==> config.mk <==
export PLATFORM = sky130hd
export DESIGN_NAME = xor_checksum_frame_builder
export DESIGN_NICKNAME = d
export VERILOG_FILES = /design/src/rtl/xcfb_pkg.sv /design/src/rtl/xcfb_core.sv /design/src/rtl/xor_checksum_frame_builder.sv
export SDC_FILE = /design/constraint.sdc
export NUM_CORES = 1
export LEC_CHECK = 0
export ABC_CLOCK_PERIOD_IN_PS = 5300
export BUFFER_PORTS_ARGS = -buffer_cell sky130_fd_sc_hd__buf_2
export CORE_ASPECT_RATIO = 1.5
export CORE_MARGIN = 3
export CORE_UTILIZATION = 45
export DETAILED_ROUTE_END_ITERATION = 8
export SETUP_SLACK_MARGIN = 0.02
export SLEW_MARGIN = 20
export SYNTH_ARGS = -nofsm -noshare
export SYNTH_HDL_FRONTEND = slang
export SYNTH_SLANG_ARGS = --single-unit
==> constraint.sdc <==
create_clock -name clk -period 5.3 [get_ports clk]
set_input_delay 0.53 -clock clk [delete_from_list [all_inputs] [get_ports clk]]
set_output_delay 0.53 -clock clk [all_outputs]
set_load 0.05 [all_outputs]
==> src/rtl/xcfb_pkg.sv <==
// ----------------------------------------------------------------------------
// xcfb_pkg
// Types and constants shared by the XOR checksum frame builder.
// ----------------------------------------------------------------------------
package xcfb_pkg;

    localparam int unsigned ByteW      = 8;
    localparam int unsigned MaxResults = 5;
    localparam int unsigned CntW       = $clog2(MaxResults + 1);
    localparam int unsigned IdxW       = $clog2(MaxResults);
    localparam int unsigned CfgAddrW   = 2;

    localparam logic [ByteW:0]   FrameOverhead = 9'd5;
    localparam logic [ByteW-1:0] BodyExtra     = 8'd2;

    localparam logic [ByteW-1:0] HeadReset   = 8'd170;
    localparam logic [ByteW-1:0] TailReset   = 8'd85;
    localparam logic [ByteW-1:0] MaxLenReset = 8'd64;

    typedef enum logic {
        REQ_START = 1'b0,
        REQ_BYTE  = 1'b1
    } req_t;

    typedef enum logic [CfgAddrW-1:0] {
        CFG_HEAD    = 2'd0,
        CFG_TAIL    = 2'd1,
        CFG_MAX_LEN = 2'd2
    } cfg_addr_t;

    typedef struct packed {
        logic [ByteW-1:0] head_byte;
        logic [ByteW-1:0] tail_byte;
        logic [ByteW-1:0] max_frame_len;
    } cfg_t;

    typedef struct packed {
        logic [ByteW-1:0] data;
        logic [ByteW-1:0] pld_len;
        logic [ByteW-1:0] cmd;
        logic [ByteW-1:0] channel;
        req_t             req_type;
    } item_t;

    typedef struct packed {
        logic             error;
        logic             frame_end;
        logic [ByteW-1:0] out_channel;
        logic [ByteW-1:0] out_byte;
    } result_t;

    typedef struct packed {
        result_t [MaxResults-1:0] res;
        logic    [CntW-1:0]       count;
    } bundle_t;

endpackage

==> src/rtl/xcfb_core.sv <==
// ----------------------------------------------------------------------------
// xcfb_core
// Frame state and the per-item result list.
// ----------------------------------------------------------------------------
module xcfb_core
    import xcfb_pkg::*;
(
    input  logic    clk,
    input  logic    rst_n,
    input  logic    accept,
    input  item_t   item,
    input  cfg_t    cfg,
    output bundle_t bundle
);

    logic             frame_open_reg, frame_open_next;
    logic [ByteW-1:0] bytes_left_reg, bytes_left_next;
    logic [ByteW-1:0] running_xor_reg, running_xor_next;
    logic [ByteW-1:0] frame_channel_reg, frame_channel_next;

    logic             too_long;
    logic [ByteW-1:0] len_field;
    logic [ByteW-1:0] start_xor;
    logic [ByteW-1:0] byte_xor;
    logic [ByteW-1:0] left_dec;

    assign too_long  = ({1'b0, item.pld_len} + FrameOverhead) > {1'b0, cfg.max_frame_len};
    assign len_field = item.pld_len + BodyExtra;
    assign start_xor = len_field ^ item.cmd;
    assign byte_xor  = running_xor_reg ^ item.data;
    assign left_dec  = bytes_left_reg - 8'd1;

    always_comb
    begin
        frame_open_next    = frame_open_reg;
        bytes_left_next    = bytes_left_reg;
        running_xor_next   = running_xor_reg;
        frame_channel_next = frame_channel_reg;
        bundle             = '0;

        if (item.req_type == REQ_START)
        begin
            if (too_long)
            begin
                bundle.res[0] = '{error: 1'b1, frame_end: 1'b1,
                                  out_channel: item.channel, out_byte: '0};
                bundle.count  = CntW'(1);
            end
            else
            begin
                frame_channel_next = item.channel;
                running_xor_next   = start_xor;
                bundle.res[0] = '{1'b0, 1'b0, item.channel, cfg.head_byte};
                bundle.res[1] = '{1'b0, 1'b0, item.channel, len_field};
                bundle.res[2] = '{1'b0, 1'b0, item.channel, item.cmd};
                if (item.pld_len == '0)
                begin
                    // empty payload: trailer follows at once, frame closes
                    bundle.res[3]   = '{1'b0, 1'b0, item.channel, start_xor};
                    bundle.res[4]   = '{1'b0, 1'b1, item.channel, cfg.tail_byte};
                    bundle.count    = CntW'(5);
                    frame_open_next = 1'b0;
                    bytes_left_next = '0;
                end
                else
                begin
                    bundle.count    = CntW'(3);
                    frame_open_next = 1'b1;
                    bytes_left_next = item.pld_len;
                end
            end
        end
        else if (!frame_open_reg)
        begin
            bundle.res[0] = '{error: 1'b1, frame_end: 1'b1, out_channel: '0, out_byte: '0};
            bundle.count  = CntW'(1);
        end
        else
        begin
            running_xor_next = byte_xor;
            bundle.res[0]    = '{1'b0, 1'b0, frame_channel_reg, item.data};
            if (left_dec == '0)
            begin
                bundle.res[1]   = '{1'b0, 1'b0, frame_channel_reg, byte_xor};
                bundle.res[2]   = '{1'b0, 1'b1, frame_channel_reg, cfg.tail_byte};
                bundle.count    = CntW'(3);
                frame_open_next = 1'b0;
                bytes_left_next = '0;
            end
            else
            begin
                bundle.count    = CntW'(1);
                bytes_left_next = left_dec;
            end
        end
    end

    always_ff @(posedge clk or negedge rst_n)
    begin
        if (!rst_n)
        begin
            frame_open_reg    <= 1'b0;
            bytes_left_reg    <= '0;
            running_xor_reg   <= '0;
            frame_channel_reg <= '0;
        end
        else if (accept)
        begin
            frame_open_reg    <= frame_open_next;
            bytes_left_reg    <= bytes_left_next;
            running_xor_reg   <= running_xor_next;
            frame_channel_reg <= frame_channel_next;
        end
    end

endmodule

==> src/rtl/xor_checksum_frame_builder.sv <==
// ----------------------------------------------------------------------------
// xor_checksum_frame_builder
// Length-prefixed transmit frame builder with an XOR checksum.
// ----------------------------------------------------------------------------
// Each input item is decoded in the cycle it is accepted: frame state updates
// at once and its list of one to five result items is captured in a result
// list register. A drain stage moves the list, one item per cycle while the
// output register is free, into the output register. A start item yields
// head, length and command (plus checksum and tail for an empty payload); a
// payload byte yields that byte (plus checksum and tail on the last byte); a
// refused start or a stray byte yields one error item. The input takes one
// item per cycle, unless the output stalls, as long as each item yields a
// single result; an item yielding more holds the input until its list drains.
// Results pass the result list and output registers. The input is taken while
// the output register is stalled, as long as the result list is drained.
// ----------------------------------------------------------------------------
module xor_checksum_frame_builder
    import xcfb_pkg::*;
(
    input  logic                clk,
    input  logic                rst_n,
    // configuration write port
    input  logic                cfg_we,
    input  logic [CfgAddrW-1:0] cfg_addr,
    input  logic [ByteW-1:0]    cfg_wdata,
    // input items
    input  logic                s_tvalid,
    output logic                s_tready,
    input  logic [31:0]         s_tdata,   // channel, cmd, pld_len, data
    input  logic                s_tuser,   // req_type
    // result items
    output logic                m_tvalid,
    input  logic                m_tready,
    output logic [15:0]         m_tdata,   // out_byte, out_channel
    output logic                m_tlast,   // frame_end
    output logic                m_tuser    // error
);

    cfg_t    cfg_reg;
    item_t   item;
    bundle_t bundle_new;

    result_t [MaxResults-1:0] list_reg;
    logic    [CntW-1:0]       list_cnt_reg;
    logic    [IdxW-1:0]       list_idx_reg;
    logic                     list_valid_reg;

    result_t out_reg;
    logic    out_valid_reg;

    logic accept;
    logic out_free;
    logic move;
    logic last_move;

    // Configuration registers; writes to unused indexes are dropped.
    always_ff @(posedge clk or negedge rst_n)
    begin
        if (!rst_n)
        begin
            cfg_reg.head_byte     <= HeadReset;
            cfg_reg.tail_byte     <= TailReset;
            cfg_reg.max_frame_len <= MaxLenReset;
        end
        else if (cfg_we)
        begin
            unique case (cfg_addr)
                CFG_HEAD:    cfg_reg.head_byte     <= cfg_wdata;
                CFG_TAIL:    cfg_reg.tail_byte     <= cfg_wdata;
                CFG_MAX_LEN: cfg_reg.max_frame_len <= cfg_wdata;
                default:     ;
            endcase
        end
    end

    // Unpack the input item.
    assign item.req_type = req_t'(s_tuser);
    assign item.channel  = s_tdata[7:0];
    assign item.cmd      = s_tdata[15:8];
    assign item.pld_len  = s_tdata[23:16];
    assign item.data     = s_tdata[31:24];

    // Handshake: output register frees when empty or taken; the list frees
    // once its last entry moves out.
    assign out_free  = !out_valid_reg || m_tready;
    assign move      = list_valid_reg && out_free;
    assign last_move = move && ((CntW'(list_idx_reg) + CntW'(1)) == list_cnt_reg);
    assign s_tready  = !list_valid_reg || last_move;
    assign accept    = s_tvalid && s_tready;

    xcfb_core u_core (
        .clk    (clk),
        .rst_n  (rst_n),
        .accept (accept),
        .item   (item),
        .cfg    (cfg_reg),
        .bundle (bundle_new)
    );

    // Result list control: load on accept, advance on each move.
    always_ff @(posedge clk or negedge rst_n)
    begin
        if (!rst_n)
        begin
            list_valid_reg <= 1'b0;
            list_idx_reg   <= '0;
            list_cnt_reg   <= '0;
        end
        else if (accept)
        begin
            list_valid_reg <= 1'b1;
            list_idx_reg   <= '0;
            list_cnt_reg   <= bundle_new.count;
        end
        else if (last_move)
        begin
            list_valid_reg <= 1'b0;
        end
        else if (move)
        begin
            list_idx_reg <= list_idx_reg + IdxW'(1);
        end
    end

    // Result list payload; no reset needed.
    always_ff @(posedge clk)
    begin
        if (accept)
        begin
            list_reg <= bundle_new.res;
        end
    end

    // Output register.
    always_ff @(posedge clk or negedge rst_n)
    begin
        if (!rst_n)
        begin
            out_valid_reg <= 1'b0;
        end
        else if (move)
        begin
            out_valid_reg <= 1'b1;
        end
        else if (m_tready)
        begin
            out_valid_reg <= 1'b0;
        end
    end

    always_ff @(posedge clk)
    begin
        if (move)
        begin
            out_reg <= list_reg[list_idx_reg];
        end
    end

    assign m_tvalid = out_valid_reg;
    assign m_tdata  = {out_reg.out_channel, out_reg.out_byte};
    assign m_tlast  = out_reg.frame_end;
    assign m_tuser  = out_reg.error;

endmodule

* After elaboration in Yosys (flattened, before gate mapping)
Index checks and enable logic that the tools add are counted.
** Operators by class
- Bitwise logic cells :: 5
- Multiplexer cells :: 31
- $lt $le $gt $ge :: 2
- Reduce and logical (&&, ||, !) cells :: 22
- $add $sub $neg :: 4
- Eq/ne operators :: 6
** Operator list (count)
- $mux 35 :: 3
- $mux 8 :: 8
- $mux 56 :: 1
- $bmux 18 s3 :: 1
- $mux 21 :: 2
- $mux 34 :: 1
- $mux 18 :: 1
- $logic_not 8->1 :: 2
- $xor 8x8->8 :: 2
- $mux 3 :: 4
- $reduce_and 2->1 :: 5
- $add 8x3->9 const B :: 1
- $gt 9x8->1 :: 1
- $mux 1 :: 9
- $add 8x2->8 const B :: 1
- $sub 8x1->8 const B :: 1
- $reduce_and 3->1 :: 2
- $reduce_bool 2->1 :: 3
- $lt 3x4->1 const B :: 1
- $ne 2x2->1 const B :: 2
- $add 3x1->3 const B :: 1
- $eq 3x3->1 :: 1
- $logic_and 1x1->1 :: 3
- $not 1->1 :: 3
- other kinds (9) :: 11
** Word-level totals
- Bits of input ports :: 48
- Output and inout port bits :: 20
- Word-level logic and storage cells :: 104
- Register bits after elaboration :: 157

* Depth between registers and ports, before layout
Gate-level depths: netlist of the first run.
- Depth in word-level cells :: 8
- Mapped depth :: 15

* Cells and area by module
A second synthesis of the first run with hierarchy kept.
** Second synthesis, totals
- Cell total of the unflattened synthesis :: 632
- Area, all modules :: 8022.7 um2
** By module, submodules not included
- xor_checksum_frame_builder :: times used 1, area an instance 5278.8 um2, cells each 296
- xcfb_core :: times used 1, area an instance 2743.9 um2, cells each 336

* Least setup slack after synthesis of the first run
OpenSTA, ideal clock, no wires.
- Path kind :: register -> register
- Start point :: register list_idx_reg[0]
- End point :: register u_core.running_xor_reg[1]
- Cell stages (with the launch flop) :: 10
- Path slack :: 1.662 ns
- Library setup time :: 0.135 ns
- Required time :: 5.165 ns
- Arrival :: 3.503 ns
- Path through :: dfrtp_1 > ha_1 > xor3_1 > o41ai_4 > nand2_2 > inv_2 > buf_2 > o21ai_0 > o21ai_0 > o211ai_1
** Between the ends
- Word-level cells in the longest chain between the ends :: 6
** Ends and longest elaborated chain
- start, declared :: RTL line xor_checksum_frame_builder.sv:45 : logic [IdxW-1:0] list_idx_reg;
- start signal, assigned :: RTL line xor_checksum_frame_builder.sv:121 : list_idx_reg <= list_idx_reg + IdxW'(1);
- $add 3x1->3 :: RTL line xor_checksum_frame_builder.sv:87 : assign last_move = move && ((CntW'(list_idx_reg) + CntW'(1)) == list_cnt_reg);
- $eq 3x3->1 :: RTL line xor_checksum_frame_builder.sv:87
- $logic_and 1x1->1 :: RTL line xor_checksum_frame_builder.sv:87
- $logic_or 1x1->1 :: RTL line xor_checksum_frame_builder.sv:88 : assign s_tready = !list_valid_reg || last_move;
- via s_tready :: RTL line xor_checksum_frame_builder.sv:28 : output logic s_tready,
- $logic_and 1x1->1 :: RTL line xor_checksum_frame_builder.sv:89 : assign accept = s_tvalid && s_tready;
- via accept :: RTL line xor_checksum_frame_builder.sv:51 : logic accept;
- $reduce_and 3->1 (no source line)
- end signal, assigned :: RTL line xcfb_core.sv:111 : running_xor_reg <= running_xor_next;
- end, declared :: RTL line xcfb_core.sv:18 : logic [ByteW-1:0] running_xor_reg, running_xor_next;
The timed path passes the listed nets, and every way through them passes these cells.
A chain may end at the register's enable or synchronous reset.

* Worst setup path in the final report of the first run
- Start point :: input port s_tdata[18]
- End point :: register u_core.frame_channel_reg[0]
** Between the ends
- Word-level cells in the longest chain between the ends :: 4
** Ends and longest elaborated chain
- start, declared :: RTL line xor_checksum_frame_builder.sv:29 : input logic [31:0] s_tdata,
- $add 8x3->9 :: RTL line xcfb_core.sv:27 : assign too_long = ({1'b0, item.pld_len} + FrameOverhead) > {1'b0, cfg.max_frame_len};
- $gt 9x8->1 :: RTL line xcfb_core.sv:27
- $not 1->1 (no source line)
- $reduce_and 3->1 (no source line)
- end signal, assigned :: RTL line xcfb_core.sv:112 : frame_channel_reg <= frame_channel_next;
- end, declared :: RTL line xcfb_core.sv:19 : logic [ByteW-1:0] frame_channel_reg, frame_channel_next;
Every way passes these cells.

==> results of run 1 <==
## synth_stat cells (8+ instances only)
master	n
a21oi_1	17
a222oi_1	8
a22o_1	17
and2_1	10
clkbuf_1	17
dfrtp_1	48
dfstp_2	9
edfxtp_1	85
ha_1	15
inv_1	47
mux2_2	41
mux2i_1	10
mux4_2	8
nand2_1	49
nand3_1	15
nor2_1	33
nor2b_1	12
o21ai_0	59
o22ai_1	8
xnor2_1	13
xor2_1	13
## worst paths after layout
path,start,end,slack [ps],cells past startpoint
max reg2reg,list_idx_reg[2],u_core.bytes_left_reg[2],2440,9
max in group asynchronous,rst_n,u_core.running_xor_reg[3],4530,2
min reg2reg,list_cnt_reg[0],list_cnt_reg[0],500,1
min in group clk,s_tvalid,list_valid_reg,340,2
max,s_tdata[18],u_core.frame_channel_reg[0],2000,15
min,rst_n,cfg_reg[11],270,2
## per-layer routing
metal | part of all wire, % | vias to the layer above | GRT usage [%]
li1 | - | 2322 | -
met1 | 40 | 2434 | 23.6
met2 | 53 | 167 | 34.8
met3 | 4.3 | 28 | 4.34
met4 | 2.7 | 0 | 7.70
met5 | 0 | - | 0
## power by group
part           leakage [nW]  total (mW)  internal, mW  switching [mW]
Sequential             1.49        1.84          1.66           0.180
Combinational          1.51        1.60         0.568            1.03
Clock                 0.295        1.15         0.704           0.444
Total                  3.29        4.59          2.93            1.65
## logic make-up after synthesis
| kind of cell | count (synthesis) |
|---|---|
| simple gates | 147 |
| flops | 142 |
| compound gates | 132 |
| buf+inv | 78 |
| mux | 59 |
| xor+xnor | 27 |
| fa+ha+maj | 15 |
## critical path: cells and delay by family
kind / cells / cell delay (ps)
AO/OA/AOI/OAI: 2 / 490
XOR/XNOR: 1 / 150
adder cells (fa/ha/maj): 2 / 470
buffers and inverters: 4 / 730
multiplexers: 1 / 340
AND/OR/NAND/NOR: 5 / 890
## area by class of cell
type / count / area share [%]
repair buffers: 79 / 5.34
flip-flops and latches: 142 / 48.6
well taps: 199 / 3.03
inverters: 48 / 2.20
clock buffers: 25 / 6.53
multi-input cells: 380 / 33.7
clock inverters: 7 / 0.579
## stage by stage
step,hold slack [ps],utilization [%]
after floorplan,234,-
after global placement,474,50.1
after detailed placement,479,50.1
after CTS,290,54.0
after global routing,330,54.0
final,268,54.0
==> impl_metrics.yaml, run 1 <==
outcome:
  status: "finished, final reports clean"
yosys:
  synth_top_family_by_area: "compound AO/OA/AOI/OAI gates"
  async_reset_ff_share_pct: 40.1
  syn_inst: 600
  synth_top_flop_cell: "edfxtp_1"
  synthAdderAreaFrac_pct: 2.66
  synthSimpleGateAreaFrac_pct: 9.87
  synth-edff-count: 85
  synth_top_area_cell: "edfxtp_1"
  synth_area_leaders: "edfxtp_1 (36%), dfrtp_1 (17%), mux2_2 (6.5%), o21ai_0 (4.2%), dfstp_2 (3.3%)"
  synth-compound-area-share_pct: 12.4
  synth_mux_area_share_pct: 10.5
  syn_area_per_cell_sq_um: 11.8
  seq_area_frac_synth_pct: 56.5
  synthXorXnorAreaFrac_pct: 3.56
  yosysUniqueCellTypes: 54
  synthesis.area_sq_um: 7060
  ys_warn_count: 0
  synth.net_count: 663
  synth-seq-cells: 142
  synth_top_area_share_pct: 36.2
timing:
  final_hold_viol_count: 0
  maxSlewViolCount: 0
  worst_pin_slew_ps: 918
  rsz0062_at_grt: "no"
  layout_setup_ws_ps: 2000
  max_slew_margin_pct: 38.8
  skew_ps: 11.0
  post-route-min-period_ps: 3300
  fmax_mhz: 303
  setup_tns_ps: 0
  setup_violations: 0
  fin_crit_sh_pct: 62.3
floorplanning:
  dieWidth_um: 108
  io_pins: 68
  initial_core_util_pct: 46.4
  std_cell_rows: 55
  core_sq_um: 15200
  die_area_sq_um: 17300
  die_h_um: 159
power_and_ir_drop:
  peakVddDrop_mv: 0.251
  p_leak_nw: 3.29
  power_mw: 4.59
  p_per_area_nw_per_um2: 559
placed_design:
  dp_hpwl_mm: 11.3
  io_buffers: 67
  place_congestion: 0.889
  dp.cells: 848
  dp_slack_ps: 1580
  placed_area_sq_um: 7620
final_layout:
  final_cell_mix: "edfxtp_1 (85), buf_2 (67), o21ai_0 (59)"
  final_common_cell: "edfxtp_1"
  drive_gt1_share_pct: 26.0
  nFillCells: 1328
  regArea_sq_um: 3990
  area.growth.synth_to_final_pct: 16.2
  antennaDiodeCount: 0
  largest_reg_flops: 67
  final_area_sq_um: 8210
  nets: 731
  instances_no_fill: 880
  multi_input_area_sq_um: 2770
cts:
  cts-buffers-inserted: 17
  cts_tree: "done"
  cts_buffer_depth: 2
  cts.sinks: 142
  clk_pin_slew_ps: 60
  postCtsSetupBuffers: 0
  cts.repair.resized: 0
  cts_hold_buf: 0
  clkLatencyLatePin_ps: 420
  clock_tree.root_cell: "clkbuf_16"
  htreeDepth: 4
grt:
  grt_max_degree: 88
  grtUsageTotal_pct: 19.9
  grt-ovfl-total: 0
  antenna_found_initial: 0
  grt_pass1_vias: 5119
  grt_pass1_wl_mm: 26.4
critical_path:
  cp-start-kind: "primary input"
  worstPathArrival_ps: 3600
  cp-end-kind: "register"
  crit_type: "in -> reg"
  path_cells: "buf_2 -> inv_1 -> ha_1 -> a21oi_1 -> nor3_1 -> xor2_1 -> ha_1 -> nand3_1 -> nor3_1 -> o221a_2 -> nand2_1 -> buf_4 -> nor2_2 -> buf_4 -> mux2_2"
  crit_required_ps: 5600
  crit_fanout: 17
  critical_path.max_stage_delay_ps: 400
  critPathSlowestCell: "nor2_2"
run:
  timing.max_cap.violations: 0
route:
  drt_iter0_markers: 363
  post-route-drc-count: 0
  wirelength_mm: 16.3
  vias: 4951
  ant_nets: 0
  wl_per_cell_um: 18.5
  via_per_inst: 5.63
  dr.pass1.iters: 5
worst_hold_path:
  hp-class: "in -> async"
(Power assumes the default switching activity.)
==> inputs of run 2 (changes only) <==
--- a/config.mk
+++ b/config.mk
@@ -5,12 +5,14 @@
 export SDC_FILE = /design/constraint.sdc
 export NUM_CORES = 1
 export LEC_CHECK = 0
-export ABC_CLOCK_PERIOD_IN_PS = 5300
+export ABC_AREA = 1
+export ABC_CLOCK_PERIOD_IN_PS = 2600
 export BUFFER_PORTS_ARGS = -buffer_cell sky130_fd_sc_hd__buf_2
 export CORE_ASPECT_RATIO = 1.5
 export CORE_MARGIN = 3
 export CORE_UTILIZATION = 45
 export DETAILED_ROUTE_END_ITERATION = 8
+export PLACE_DENSITY = 0.66
 export SETUP_SLACK_MARGIN = 0.02
 export SLEW_MARGIN = 20
 export SYNTH_ARGS = -nofsm -noshare
==> constraint.sdc (replaced) <==
create_clock -name clk -period 2.6 [get_ports clk]
set_input_delay 0.26 -clock clk [delete_from_list [all_inputs] [get_ports clk]]
set_output_delay 0.26 -clock clk [all_outputs]
set_load 0.05 [all_outputs]
==> impl_metrics.yaml, run 2 <==
power_and_ir_drop:
  power.share.switching_pct: 38.9
  p_seq_share_pct: 37.4
  p_leak_nw: 4.00
  p_int_mw: 6.01
  p_clk_share_pct: 25.5
  net-switching-power_mw: 3.82
  combPwrFrac_pct: 37.1
  power_mw: 9.83
  peakVddDrop_mv: 0.767
  p_per_area_nw_per_um2: 1140
timing:
  fmax_mhz: 430
  rsz0062_at_grt: "no"
  worst_hold_slack_ps: 68.4
  worst_pin_slew_ps: 792
  maxSlewViolCount: 0
  fin_crit_sh_pct: 89.4
  final_hold_viol_count: 0
  layout_setup_ws_ps: 275
  skew_ps: 9.46
  max_slew_margin_pct: 47.2
  post-route-min-period_ps: 2320
  setup_violations: 0
yosys:
  synth-seq-cells: 142
  synth.net_count: 881
  synthTopCellsByCount: "nand2_1 (257), edfxtp_1 (85), inv_1 (66), o21ai_0 (66), nor2_1 (60)"
  yosysUniqueCellTypes: 40
  seq_area_frac_synth_pct: 54.3
  synth_top_area_cell: "edfxtp_1"
  synth.most_common_cell: "nand2_1"
  async_reset_ff_share_pct: 40.1
  synth_top_flop_cell: "edfxtp_1"
  syn_area_per_cell_sq_um: 8.98
  synthesis.area_sq_um: 7340
  synth-edff-count: 85
  synth_area_leaders: "edfxtp_1 (35%), dfrtp_1 (16%), nand2_1 (13%), o21ai_0 (4.5%), inv_1 (3.4%)"
  ys_warn_count: 0
  synth_top_area_share_pct: 34.8
  syn_inst: 818
grt:
  grt_pass1_vias: 5668
  grt-ovfl-total: 0
  antenna_found_initial: 0
  grt_max_degree: 36
  grtUsageTotal_pct: 20.0
  grt_pass1_wl_mm: 28.1
critical_path:
  cp_common_cell: "nand3_1"
  cp-start-kind: "register"
  crit_buf_inv: 2
  crit_required_ps: 2800
  critPathSlowestCell: "dfrtp_1"
  r2r-start: "u_core.bytes_left_reg[0]"
  crit_fanout: 25
  critical_path.max_stage_delay_ps: 390
  cp-end-kind: "register"
  worstPathArrival_ps: 2530
  path_cells: "inv_1 -> ha_1 -> xnor2_1 -> nand3_1 -> nor2_1 -> nand3_1 -> nor2_4 -> buf_4 -> nand2_1 -> o31ai_1"
  path_delay_family: "simple AND/OR/NAND/NOR gates"
  cp-startpoint: "u_core.bytes_left_reg[0]"
  crit_type: "reg -> reg"
route:
  post-route-drc-count: 0
  wl_per_cell_um: 15.1
  wirelength_mm: 16.9
  ant_nets: 0
  vias: 5714
  drt_iter0_markers: 280
  via_per_inst: 5.11
  dr.pass1.iters: 5
placed_design:
  placed_area_sq_um: 8030
  io_buffers: 67
  dp.cells: 1086
  dp_slack_ps: -82.1
  place_congestion: 0.905
  dp_hpwl_mm: 12.4
final_layout:
  final_common_cell: "nand2_1"
  nets: 966
  final_area_sq_um: 8660
  drive_gt1_share_pct: 19.2
  final_cell_mix: "nand2_1 (257), edfxtp_1 (85), buf_2 (67)"
  regArea_sq_um: 3990
  nFillCells: 1450
  instances_no_fill: 1119
  multi_input_area_sq_um: 2870
  area.growth.synth_to_final_pct: 17.9
  largest_reg_flops: 67
  antennaDiodeCount: 0
cts:
  postCtsSetupBuffers: 0
  clock_tree.root_cell: "clkbuf_16"
  cts.repair.resized: 0
  clkLatencyLatePin_ps: 410
  cts-buffers-inserted: 17
  cts_hold_buf: 1
  cts_tree: "done"
  htreeDepth: 4
  cts_buffer_depth: 2
  cts.sinks: 142
  clk_pin_slew_ps: 60
floorplanning:
  core_sq_um: 15800
  initial_core_util_pct: 46.4
  die_area_sq_um: 17900
  die_h_um: 162
  dieWidth_um: 110
  io_pins: 68
  std_cell_rows: 56
worst_hold_path:
  hp-class: "in -> reg"
  hp-start: "s_tdata[4]"
outcome:
  status: "finished, final reports clean"
run:
  timing.max_cap.violations: 0
-- run 2: changes by cell type in the layout (fill, tap and decap cells not counted), sizes merged, moves of 9 or more --
cell and change:
mux2i -10, nor2 +32, xnor2 -9, nand2 +222, xor2 +10, nor2b -12
o21ai +10, nand3 +35, buf +21, inv +24, a22o -14, and2 -10
mux2 -41
-- run 2: power by group through the flow --
stage | combinational, mW | sequential [mW] | clock [mW]
after CTS | 3.67 | 3.68 | 2.53
after global placement | 3.60 | 3.70 | 0
after floorplan | 2.23 | 4.19 | 0
after global routing | 4.10 | 3.77 | 2.63
final | 3.64 | 3.68 | 2.51
after detailed placement | 3.65 | 3.72 | 0
-- run 2: stage by stage --
step,util (%),TNS [ps]
2_1_floorplan,-,0
3_3_place_gp,50.7,0
3_5_place_dp,50.7,-1370
4_1_cts,54.7,0
5_1_grt,54.7,0
6_report,54.7,0
-- run 2: kinds of logic after synthesis --
logic type	count (synthesis)	share of synthesized area, %
flops	142	54.3
compound gates	128	10.2
fa+ha+maj	15	2.56
xor+xnor	27	3.22
simple gates	398	23.2
buf+inv	108	6.53
-- run 2: final timing paths --
kind / depth (start not counted) / end / slack, ps
max in group asynchronous: 3 / list_idx_reg[0] / 1450
max reg2reg: 10 / list_reg[33] / 280
min in group asynchronous: 2 / u_core.bytes_left_reg[5] / 460
min: 3 / u_core.frame_channel_reg[4] / 70
max: 10 / list_reg[33] / 280
min reg2reg: 2 / cfg_reg[7] / 490
-- run 2: per-layer routing --
| layer | vias to the layer above | track usage (%) | routed length (um) |
|---|---|---|---|
| li1 | 2887 | - | - |
| met1 | 2655 | 25.4 | 7230 |
| met2 | 146 | 34.1 | 8630 |
| met3 | 26 | 3.09 | 672 |
| met4 | 0 | 7.34 | 367 |
| met5 | - | 0 | 0 |
-- run 2: worst reg2reg max path: stages (launching register included) --
cell and delay (ps):
dfrtp_1 390, inv_1 120, ha_1 290, xnor2_1 310, nand3_1 110, nor2_1 90, nand3_1 200, nor2_4 120
buf_4 290, nand2_1 90, o31ai_1 100
-- run 2: area by class of cell --
cell class / instances / area share, %
clock buffers: 22 / 5.62
clock inverters: 10 / 1.45
inverters: 73 / 3.28
multi-input cells: 568 / 33.2
flip-flops and latches: 142 / 46.1
well taps: 203 / 2.93
repair buffers: 101 / 7.43
